--- src/hdl/kl_pkg.sv ---
// Shared types and codes for the keyed record list.
package kl_pkg;

    localparam int ID_W      = 31;
    localparam int DATA_W    = 32;
    localparam int OP_W      = 2;
    localparam int ST_W      = 2;
    localparam int CNT_OUT_W = 5;

    // operation codes (carried on the slave tuser)
    localparam logic [OP_W-1:0] OP_PUSH   = 2'd0;
    localparam logic [OP_W-1:0] OP_POP    = 2'd1;
    localparam logic [OP_W-1:0] OP_REMOVE = 2'd2;

    // result status codes (carried on the master tuser)
    localparam logic [ST_W-1:0] ST_OK       = 2'd0;
    localparam logic [ST_W-1:0] ST_EMPTY    = 2'd1;
    localparam logic [ST_W-1:0] ST_FULL     = 2'd2;
    localparam logic [ST_W-1:0] ST_NOTFOUND = 2'd3;

    // one stored record
    typedef struct packed {
        logic [ID_W-1:0]   id;
        logic [DATA_W-1:0] data;
    } t_rec;

    // one result, apart from the record count
    typedef struct packed {
        logic [ST_W-1:0] status;
        t_rec            rec;
    } t_res;

endpackage

--- src/hdl/kl_store.sv ---
// Record memory: one write port, one read port with registered read data.
module kl_store #(
    parameter int DEPTH = 16,
    parameter int AW    = 4
) (
    input  logic          i_clk,
    input  logic          i_we,
    input  logic [AW-1:0] i_waddr,
    input  kl_pkg::t_rec  i_wdata,
    input  logic [AW-1:0] i_raddr,
    output kl_pkg::t_rec  o_rdata
);
    import kl_pkg::*;

    t_rec r_mem [DEPTH];
    t_rec r_rdata;

    // write port
    always_ff @(posedge i_clk) begin
        if (i_we) begin
            r_mem[i_waddr] <= i_wdata;
        end
    end

    // registered read port
    always_ff @(posedge i_clk) begin
        r_rdata <= r_mem[i_raddr];
    end

    assign o_rdata = r_rdata;

endmodule

--- src/hdl/kl_ctrl.sv ---
// Sequencer: push, pop, key search one entry a cycle, and gap closing.
module kl_ctrl #(
    parameter int DEPTH = 16,
    parameter int AW    = 4,
    parameter int CW    = 5
) (
    input  logic             i_clk,
    input  logic             i_rst_n,
    // operation in
    input  logic             i_valid,
    output logic             o_ready,
    input  logic [1:0]       i_op,
    input  kl_pkg::t_rec     i_rec,
    // record memory
    output logic             o_we,
    output logic [AW-1:0]    o_waddr,
    output kl_pkg::t_rec     o_wdata,
    output logic [AW-1:0]    o_raddr,
    input  kl_pkg::t_rec     i_rdata,
    // result out
    output logic             o_res_valid,
    input  logic             i_res_ready,
    output kl_pkg::t_res     o_res,
    output logic [CW-1:0]    o_count
);
    import kl_pkg::*;

    localparam logic [2:0] S_IDLE  = 3'd0;
    localparam logic [2:0] S_POP   = 3'd1;
    localparam logic [2:0] S_SRCH  = 3'd2;
    localparam logic [2:0] S_SHIFT = 3'd3;
    localparam logic [2:0] S_FIN   = 3'd4;

    localparam logic [CW-1:0] FULL_CNT = CW'(DEPTH);

    logic [2:0]      r_state, n_state;
    logic [CW-1:0]   r_count, n_count;
    logic [CW-1:0]   r_idx, n_idx;
    logic [CW-1:0]   r_widx, n_widx;
    logic            r_pend, n_pend;
    logic [ID_W-1:0] r_key, n_key;
    t_res            r_res, n_res;

    logic            w_accept;
    logic            w_issue;
    logic            w_match;
    logic [CW-1:0]   w_count_m1;

    assign o_ready     = (r_state == S_IDLE);
    assign w_accept    = i_valid && o_ready;
    assign w_issue     = (r_idx < r_count);
    // key compare on the registered read data
    assign w_match     = r_pend && (i_rdata.id == r_key);
    assign w_count_m1  = r_count - 1'b1;
    assign o_res_valid = (r_state == S_FIN);
    assign o_res       = r_res;
    assign o_count     = r_count;

    // next-state and memory port control
    always_comb begin
        n_state = r_state;
        n_count = r_count;
        n_idx   = r_idx;
        n_widx  = r_widx;
        n_pend  = r_pend;
        n_key   = r_key;
        n_res   = r_res;
        o_we    = 1'b0;
        o_waddr = r_count[AW-1:0];
        o_wdata = i_rec;
        o_raddr = r_idx[AW-1:0];
        unique case (r_state)
            S_IDLE: begin
                // prefetch the tail in case this is a pop
                o_raddr = w_count_m1[AW-1:0];
                if (w_accept) begin
                    n_key = i_rec.id;
                    n_res = '0;
                    n_state = S_FIN;
                    unique case (i_op)
                        OP_PUSH: begin
                            if (r_count == FULL_CNT) begin
                                n_res.status = ST_FULL;
                            end else begin
                                o_we    = 1'b1;
                                n_count = r_count + 1'b1;
                                n_res.status = ST_OK;
                            end
                        end
                        OP_POP: begin
                            if (r_count == '0) begin
                                n_res.status = ST_EMPTY;
                            end else begin
                                n_state = S_POP;
                            end
                        end
                        OP_REMOVE: begin
                            if (r_count == '0) begin
                                n_res.status = ST_NOTFOUND;
                            end else begin
                                n_idx   = '0;
                                n_pend  = 1'b0;
                                n_state = S_SRCH;
                            end
                        end
                        default: begin
                            n_res.status = ST_OK;
                        end
                    endcase
                end
            end
            S_POP: begin
                n_res.status = ST_OK;
                n_res.rec    = i_rdata;
                n_count      = w_count_m1;
                n_state      = S_FIN;
            end
            S_SRCH: begin
                // one read issued and one compare done each cycle
                if (w_issue) begin
                    n_idx = r_idx + 1'b1;
                end
                n_pend = w_issue;
                if (w_match) begin
                    // the read in flight is already the first entry to move
                    n_res.status = ST_OK;
                    n_res.rec    = i_rdata;
                    n_widx       = r_idx - 1'b1;
                    n_state      = S_SHIFT;
                end else if (!w_issue) begin
                    n_res.status = ST_NOTFOUND;
                    n_state      = S_FIN;
                end
            end
            S_SHIFT: begin
                // read entry i+1, write it back at i in the next cycle
                if (w_issue) begin
                    n_idx = r_idx + 1'b1;
                end
                n_pend = w_issue;
                if (r_pend) begin
                    o_we    = 1'b1;
                    o_waddr = r_widx[AW-1:0];
                    o_wdata = i_rdata;
                    n_widx  = r_widx + 1'b1;
                end
                if (!w_issue && !r_pend) begin
                    n_count = w_count_m1;
                    n_state = S_FIN;
                end
            end
            S_FIN: begin
                if (i_res_ready) begin
                    n_state = S_IDLE;
                end
            end
            default: begin
                n_state = S_IDLE;
            end
        endcase
    end

    // control registers
    always_ff @(posedge i_clk) begin
        if (!i_rst_n) begin
            r_state <= S_IDLE;
            r_count <= '0;
            r_pend  <= 1'b0;
        end else begin
            r_state <= n_state;
            r_count <= n_count;
            r_pend  <= n_pend;
        end
    end

    // working registers
    always_ff @(posedge i_clk) begin
        r_idx  <= n_idx;
        r_widx <= n_widx;
        r_key  <= n_key;
        r_res  <= n_res;
    end

`ifndef SYNTHESIS
    a_count_bound: assert property (@(posedge i_clk) disable iff (!i_rst_n)
        r_count <= FULL_CNT)
        else $error("record count above depth");

    a_count_step: assert property (@(posedge i_clk) disable iff (!i_rst_n)
        (r_count != $past(r_count)) |->
            ((r_count == $past(r_count) + 1'b1) || (r_count == $past(r_count) - 1'b1)))
        else $error("record count moved by more than one");

    a_push_room: assert property (@(posedge i_clk) disable iff (!i_rst_n)
        (o_we && (r_state == S_IDLE)) |-> (r_count < FULL_CNT))
        else $error("push written into a full list");

    a_shift_range: assert property (@(posedge i_clk) disable iff (!i_rst_n)
        ((r_state == S_SHIFT) && r_pend) |->
            (({1'b0, r_widx} + 1'b1) < {1'b0, r_count}))
        else $error("gap close write beyond the last record");

    a_search_range: assert property (@(posedge i_clk) disable iff (!i_rst_n)
        (r_state == S_SRCH) |-> (r_idx <= r_count))
        else $error("search index past the record count");
`endif

endmodule

--- src/hdl/keyed_list_with_tail_pop.sv ---
// Top level of the keyed record list: sequencer, record memory, result register.
//
//  channel   dir  tdata (low bit up)                           tuser
//  s_axis    in   item_id[30:0] item_data[62:31] zero[63]      op[1:0]
//  m_axis    out  out_id[30:0] out_data[62:31]                 status[1:0]
//                 entry_count[67:63] zero[71:68]
//
//  Push, unused ops and any op on an empty list go from idle straight to the result; pop reads the tail first.
//  Remove compares one record a cycle through the single read port, then moves
//  each later record down a slot a cycle.
//  Synchronous active-low reset empties the list; stored records are not cleared.
//  Ready is low while an op works; a result held in the output register stalls the next one.
module keyed_list_with_tail_pop #(
    parameter int DEPTH = 16
) (
    input  logic        i_clk,
    input  logic        i_rst_n,
    input  logic        i_s_axis_tvalid,
    output logic        o_s_axis_tready,
    input  logic [63:0] i_s_axis_tdata,   // item_id[30:0], item_data[62:31], zero[63]
    input  logic [1:0]  i_s_axis_tuser,   // op[1:0]
    output logic        o_m_axis_tvalid,
    input  logic        i_m_axis_tready,
    output logic [71:0] o_m_axis_tdata,   // out_id[30:0], out_data[62:31],
                                          // entry_count[67:63], zero[71:68]
    output logic [1:0]  o_m_axis_tuser    // status[1:0]
);
    import kl_pkg::*;

    localparam int AW = (DEPTH > 1) ? $clog2(DEPTH) : 1;
    localparam int CW = $clog2(DEPTH + 1);

    t_rec                      w_in_rec;
    logic                      w_we;
    logic [AW-1:0]             w_waddr;
    t_rec                      w_wdata;
    logic [AW-1:0]             w_raddr;
    t_rec                      w_rdata;
    logic                      w_res_valid;
    logic                      w_res_ready;
    t_res                      w_res;
    logic [CW-1:0]             w_count;
    logic [CW+CNT_OUT_W-1:0]   w_count_ext;

    logic                      r_ovld;
    t_res                      r_out_res;
    logic [CNT_OUT_W-1:0]      r_out_cnt;

    // unpack the incoming beat
    assign w_in_rec.id   = i_s_axis_tdata[ID_W-1:0];
    assign w_in_rec.data = i_s_axis_tdata[ID_W+DATA_W-1:ID_W];

    kl_ctrl #(
        .DEPTH (DEPTH),
        .AW    (AW),
        .CW    (CW)
    ) u_ctrl (
        .i_clk       (i_clk),
        .i_rst_n     (i_rst_n),
        .i_valid     (i_s_axis_tvalid),
        .o_ready     (o_s_axis_tready),
        .i_op        (i_s_axis_tuser),
        .i_rec       (w_in_rec),
        .o_we        (w_we),
        .o_waddr     (w_waddr),
        .o_wdata     (w_wdata),
        .o_raddr     (w_raddr),
        .i_rdata     (w_rdata),
        .o_res_valid (w_res_valid),
        .i_res_ready (w_res_ready),
        .o_res       (w_res),
        .o_count     (w_count)
    );

    kl_store #(
        .DEPTH (DEPTH),
        .AW    (AW)
    ) u_store (
        .i_clk   (i_clk),
        .i_we    (w_we),
        .i_waddr (w_waddr),
        .i_wdata (w_wdata),
        .i_raddr (w_raddr),
        .o_rdata (w_rdata)
    );

    // report the count in five bits
    assign w_count_ext = {{CNT_OUT_W{1'b0}}, w_count};

    // output register: take a new result when empty or being drained
    assign w_res_ready = !r_ovld || i_m_axis_tready;

    always_ff @(posedge i_clk) begin
        if (!i_rst_n) begin
            r_ovld <= 1'b0;
        end else if (w_res_ready) begin
            r_ovld <= w_res_valid;
        end
    end

    always_ff @(posedge i_clk) begin
        if (w_res_ready && w_res_valid) begin
            r_out_res <= w_res;
            r_out_cnt <= w_count_ext[CNT_OUT_W-1:0];
        end
    end

    // pack the outgoing beat
    assign o_m_axis_tvalid = r_ovld;
    assign o_m_axis_tuser  = r_out_res.status;
    assign o_m_axis_tdata  = {4'b0, r_out_cnt, r_out_res.rec.data, r_out_res.rec.id};

endmodule

--- config.mk ---
export PLATFORM = sky130hd
export DESIGN_NAME = keyed_list_with_tail_pop
export DESIGN_NICKNAME = d
export VERILOG_FILES = /design/src/hdl/kl_pkg.sv /design/src/hdl/kl_store.sv /design/src/hdl/kl_ctrl.sv /design/src/hdl/keyed_list_with_tail_pop.sv
export SDC_FILE = /design/constraint.sdc
export NUM_CORES = 2
export LEC_CHECK = 0
export BUFFER_PORTS_ARGS = -buffer_cell sky130_fd_sc_hd__buf_2
export CAP_MARGIN = 0
export CORE_UTILIZATION = 62
export CTS_CLUSTER_DIAMETER = 50
export DETAILED_ROUTE_END_ITERATION = 10
export PLACE_DENSITY = 0.89
export SLEW_MARGIN = 20
export SYNTH_ARGS = -nofsm -noshare
export SYNTH_HDL_FRONTEND = slang
export SYNTH_HIERARCHICAL = 1
export SYNTH_SLANG_ARGS = --single-unit
export TNS_END_PERCENT = 50
--- constraint.sdc ---
create_clock -name i_clk -period 19.3 [get_ports i_clk]
set_input_delay 0.965 -clock i_clk [delete_from_list [all_inputs] [get_ports i_clk]]
set_output_delay 0.965 -clock i_clk [all_outputs]
set_load 0.01 [all_outputs]
After elaboration in Yosys (flattened, before gate mapping) --
Memory sizes are Yosys's and may differ from the RTL's. A register that Yosys moved wholly into a read port is not among the register bits. Cells that the tools add are included.
Cells by class: reduce and logical (&&, ||, !) cells 24, order comparisons 1, muxes and demuxes 47, equal/unequal tests 19, add/subtract/negate cells 5
Operators by type and width (number):
- case mux 65 bit (3 select lines) | 1
- two-way mux 63 bit | 3
- two-way mux 65 bit | 1
- two-way mux 5 bit | 10
- == test 31 bit | 1
- two-way mux 3 bit | 7
- case mux 5 bit (2 select lines) | 2
- adder 5 x 1 -> 5 bit (second input constant) | 3
- case mux 3 bit (5 select lines) | 1
- case mux 5 bit (3 select lines) | 1
- two-way mux 4 bit | 3
- two-way mux 1 bit | 10
- != test 2 x 1 -> 1 bit (second input constant) | 5
- != test 2 bit (second input constant) | 5
- AND reduction 5 bit | 2
- subtractor 5 x 1 -> 5 bit (second input constant) | 2
- AND reduction 3 bit | 3
- two-way mux 2 bit | 4
- AND reduction 4 bit | 2
- == test 3 x 2 -> 1 bit (second input constant) | 2
- case mux 2 bit (3 select lines) | 1
- case mux 3 bit (2 select lines) | 1
- nonzero test 3 bit | 2
- == test 5 bit (second input constant) | 1
- other kinds (16) | 23
Word-level totals: input bits 70, register bits 186, memories 1, RAM bits 1008
Memories:
- u_store.r_mem | words 16, bits a word 63, read ports 1, clocked after Yosys merged registers in 1, wr ports 1, line kl_store.sv:15 | t_rec r_mem [DEPTH];

Longest topological paths before layout --
depth after elaboration 7, depth in mapped cells 11, gate-level depth less buffers 8

Modules after synthesis --
Netlist, hierarchy kept.
By module, submodules not included:
- kl_store | times used 1, cells each 1622, sequential area each 31530.2 um^2, area an instance 38989.9 um^2
- kl_ctrl | times used 1, cells each 459, sequential area each 3333.2 um^2, area an instance 5945.7 um^2
- keyed_list_with_tail_pop | times used 1, cells each 80, sequential area each 2122.0 um^2, area an instance 2193.4 um^2

Worst setup path before layout --
OpenSTA, ideal clock, no wires.
path type input port to flip-flop, from in i_s_axis_tuser[0], to mem u_store/r_mem[0][0] in the netlist's numbering, enable pin, stages 7, arrival 6.522 ns, buffers on the path 0, path slack 12.217 ns, library setup time 0.561 ns, cell sequence inv_1 ha_1 inv_1 a31o_1 o21ai_0 or3b_2 nor3_1
On the way: cells in the longest elaborated chain, start to end 6
RTL lines:
- start, declared | line keyed_list_with_tail_pop.sv:21 | input logic [1:0] i_s_axis_tuser,
- logical NOT 2 bit | line kl_ctrl.sv:80 | unique case (i_op)
- two-way mux 1 bit | line kl_ctrl.sv:80
- two-way mux 1 bit | line kl_ctrl.sv:76 | if (w_accept) begin
- case mux 1 bit (2 select lines) | line kl_ctrl.sv:72 | unique case (r_state)
- via w_we | line keyed_list_with_tail_pop.sv:34 | logic w_we;
- two-way mux 1 bit | line kl_store.sv:20 | if (i_we) begin
- two-way mux 1 bit (implied by the code) | line kl_store.sv:21 | r_mem[i_waddr] <= i_wdata;
- end, declared | line kl_store.sv:15
The timed path passes the listed nets, and every way through them passes these cells.

Worst setup path in the final report --
from reg u_ctrl.r_state[2], to mem u_store/r_mem[2][38] in the netlist's numbering, enable pin
On the way: elaborated cells on any way between the ends 8, classes of those cells 1 x eq/ne; 5 x mux; 2 x reduce/logical
RTL lines:
- start, declared | line kl_ctrl.sv:36 | logic [2:0] r_state, n_state;
- start signal, assigned | line kl_ctrl.sv:170 | r_state <= n_state;
- == test 3 x 2 -> 1 bit | line kl_ctrl.sv:72
- two-way mux 4 bit | line kl_ctrl.sv:72
- via w_waddr[2] | line keyed_list_with_tail_pop.sv:35 | logic [AW-1:0] w_waddr;
The timed path passes the listed nets, and every way through them passes these cells.

==> out/results.txt <==
CTS tree = done
Overall Global Routing Usage = 30.7%
Multi-input gate area = 9660 sq um
Global route total overflow = 0
GPL Wtd Cong = 0.832
Largest net degree at the start of global routing = 171
Resized cells post-CTS = 0
Sequential power share = 52.3%
YS warnings = 6
Asr flop ratio synth = 0%
Std-Cell Rows = 100
Tmin final = 5.40 ns
Outcome = completed
Top cells by area, synth = edfxtp_1, mux4_2, dfxtp_1
Via density = 7.05
Slew Viols, Final = 0
MaxCap Viol Count = 0
Top cells by count, synth = edfxtp_1, mux4_2, a22oi_1
Root Buffer = clkbuf_16
Max-slew headroom = 20.2%
Final setup margin = 13.90 ns
Net count, final = 2432
Vias in the first global route = 24800
Pwr dens = 115 nW/um^2
1st-iter DRT viols = 3604
RSZ-0062 raised after global routing = false
# setup viols final = 0
CP Class = reg -> reg
Crit start category = flip-flop
Synthesized instance count = 2161
Layout cell share with drive strength beyond 1 = 26.8%
Post-layout total power = 6040 uW
TritonCTS buffer count = 115
Detailed Place HPWL = 53900 um
Wire length per cell = 34.3 um
Die Height = 278 um
Leading area contributor after synthesis = edfxtp_1
Synth unique cells = 57
Final setup TNS = 0 ns
Clock-pin slew on the worst setup and hold paths = 0.07 ns
Filler cells = 3958
Worst path arrival time = 5.69 ns
Num ports = 146
Worst-path maximum fanout = 43
Slew at the pin with the worst max-slew slack = 1.20 ns
Syn avg cell area = 21.8 sq um
FF+latch count, synth = 1256
Achievable frequency = 185 MHz
Clk_skew = 0.0368 ns
Drt pass-1 iters = 7
Leak pwr = 0.0174 uW
Final ANT Viol Nets = 0
Clock insertion delay at the later pin of the skew report = 0.69 ns
Post-Layout Cell Count = 3417
Top-count cell post-synth = edfxtp_1
Layout Area Growth over Synthesis = 11.7%
Clk buf depth = 3
Switch Pwr = 1460 uW
Total wire length = 117000 um
Setup WS pre-CTS = 14.12 ns
Initial Utilization = 63.0%
Worst hold path type = reg -> reg
Post-route DRC = 0
Htree depth = 3
Post-Syn Area = 47100 sq um
Top-area cell type share of the netlist area = 75.4%
Core Footprint = 74800 sq um
Clock power frac = 36.6%
Sinks on Clock Net = 1256
Die width = 278 um
Postcts setup bufs = 0
Seq/Total Area, Yosys = 78.5%
Number of synthesized flops with an enable pin = 1183
Part of the power in combinational logic = 11.1%
Ys flop type = edfxtp_1
Sw frac = 24.1%
Endpoints failing hold = 0
Final core utilization = 70.4%
First-pass GRT wire length = 169000 um
Internal cell power = 4590 uW
Die ar. = 77100 sq um
Nature of the critical path endpoint = flip-flop
WP data required = 19.59 ns
Reg area = 37000 sq um
DP Cell Count = 3197
VDD IR max = 0.0700 mV
Vias post-DR = 24100
I/O Buffers = 140
Initial antenna violation count = 4
Tcrit/Tclk final = 28.0%
# hold bufs at CTS = 0
critical path, cell delays in order (launching register included):
cell and delay [ns]:
dfxtp_1 0.55, nand3b_4 0.29, inv_2 0.07, nand2_4 0.49, buf_4 0.80, mux2_1 0.44, or3b_2 0.62, nor2_4 0.76
buf_4 0.85
layer usage:
| metal | up-vias | global-route usage, % | wire length [um] |
|---|---|---|---|
| met5 | - | 0 | 0 |
| li1 | 9291 | - | - |
| met1 | 12300 | 39.7 | 39900 |
| met2 | 2107 | 51.1 | 58900 |
| met3 | 365 | 5.55 | 13100 |
| met4 | 0 | 14.6 | 5490 |
power by group through the flow:
stage          sequential (uW)  clock, uW  combinational [uW]
5_1_grt                   3160       2320                 703
6_report                  3160       2210                 673
3_5_place_dp              3210          0                 638
3_3_place_gp              3200          0                 610
4_1_cts                   3160       2230                 662
2_1_floorplan             3190          0                 459
cell families (layout without fill, tap and decap cells):
group                      Yosys count  count (layout)  synth area share (%)
AOI/OAI and AO/OA                  172             172                  2.73
xor gates and xnor gates            42              42                 0.781
adders and majority gates           14              14                 0.372
buffers and inverters              128             409                  1.44
DFF                               1256            1256                  78.5
muxes                              323             323                  13.7
other                                1               7               0.00796
and+or+nand+nor                    225             225                  2.46
path summary, 6_finish.rpt:
| path | to | depth (start not counted) | from | slack [ns] |
|---|---|---|---|---|
| setup / recovery | u_store/r_mem[2][38] | 8 | u_ctrl/r_state[2] | 13.90 |
| hold / removal | o_m_axis_tdata[40] | 0 | u_ctrl/o_res[9] | 0.42 |
| setup reg to reg | u_store/r_mem[2][38] | 8 | u_ctrl/r_state[2] | 13.90 |
| hold reg to reg | o_m_axis_tdata[40] | 0 | u_ctrl/o_res[9] | 0.42 |
per-stage QoR:
step                area [sq um]  hold WS, ns
detailed placement         48900        0.405
floorplan                  47100        0.400
global placement           48900        0.402
finish                     52600        0.417
CTS                        52500        0.418
global route               52600        0.419
flip-flops by register name (all words and copies together), names as in the netlist, 5 cells and up:
| signal | cells |
|---|---|
| u_ctrl/r_idx | 5 |
| u_store/r_mem | 1008 |
| u_ctrl/r_key | 31 |
| r_out_cnt | 5 |
| u_ctrl/o_res | 65 |
| u_store/o_rdata | 63 |
| o_m_axis_tdata | 63 |
| u_ctrl/o_count | 5 |
final cells by class:
type / count / share of cell area (%)
clock inverters: 61 / 0.948
flip-flops and latches: 1256 / 70.3
inverters: 18 / 0.128
clock buffers: 153 / 5.97
multi-input cells: 780 / 18.3
well taps: 969 / 2.30
diodes: 3 / 0.0143
repair buffers: 177 / 2.03
placed cells by master (no fill, tap or decap), types with 8 or more instances in the layout:
cell type | synthesis | final
o21ai_0 | 9 | 9
clkbuf_8 | 0 | 8
xnor2_1 | 8 | 8
mux2_2 | 13 | 13
edfxtp_1 | 1183 | 1183
nor2_1 | 33 | 18
mux4_2 | 252 | 252
buf_2 | 26 | 140
ha_1 | 14 | 14
nor4_1 | 9 | 9
clkinv_2 | 0 | 26
a22oi_1 | 126 | 126
dfxtp_1 | 73 | 73
nor2_4 | 0 | 15
clkinv_1 | 0 | 16
clkbuf_1 | 50 | 28
mux2_1 | 55 | 55
xor2_1 | 34 | 34
clkbuf_16 | 0 | 117
and2_1 | 64 | 63
nand2_1 | 78 | 77
a21oi_1 | 9 | 9
buf_4 | 10 | 30
inv_1 | 13 | 13
(Power assumes the default switching activity.)
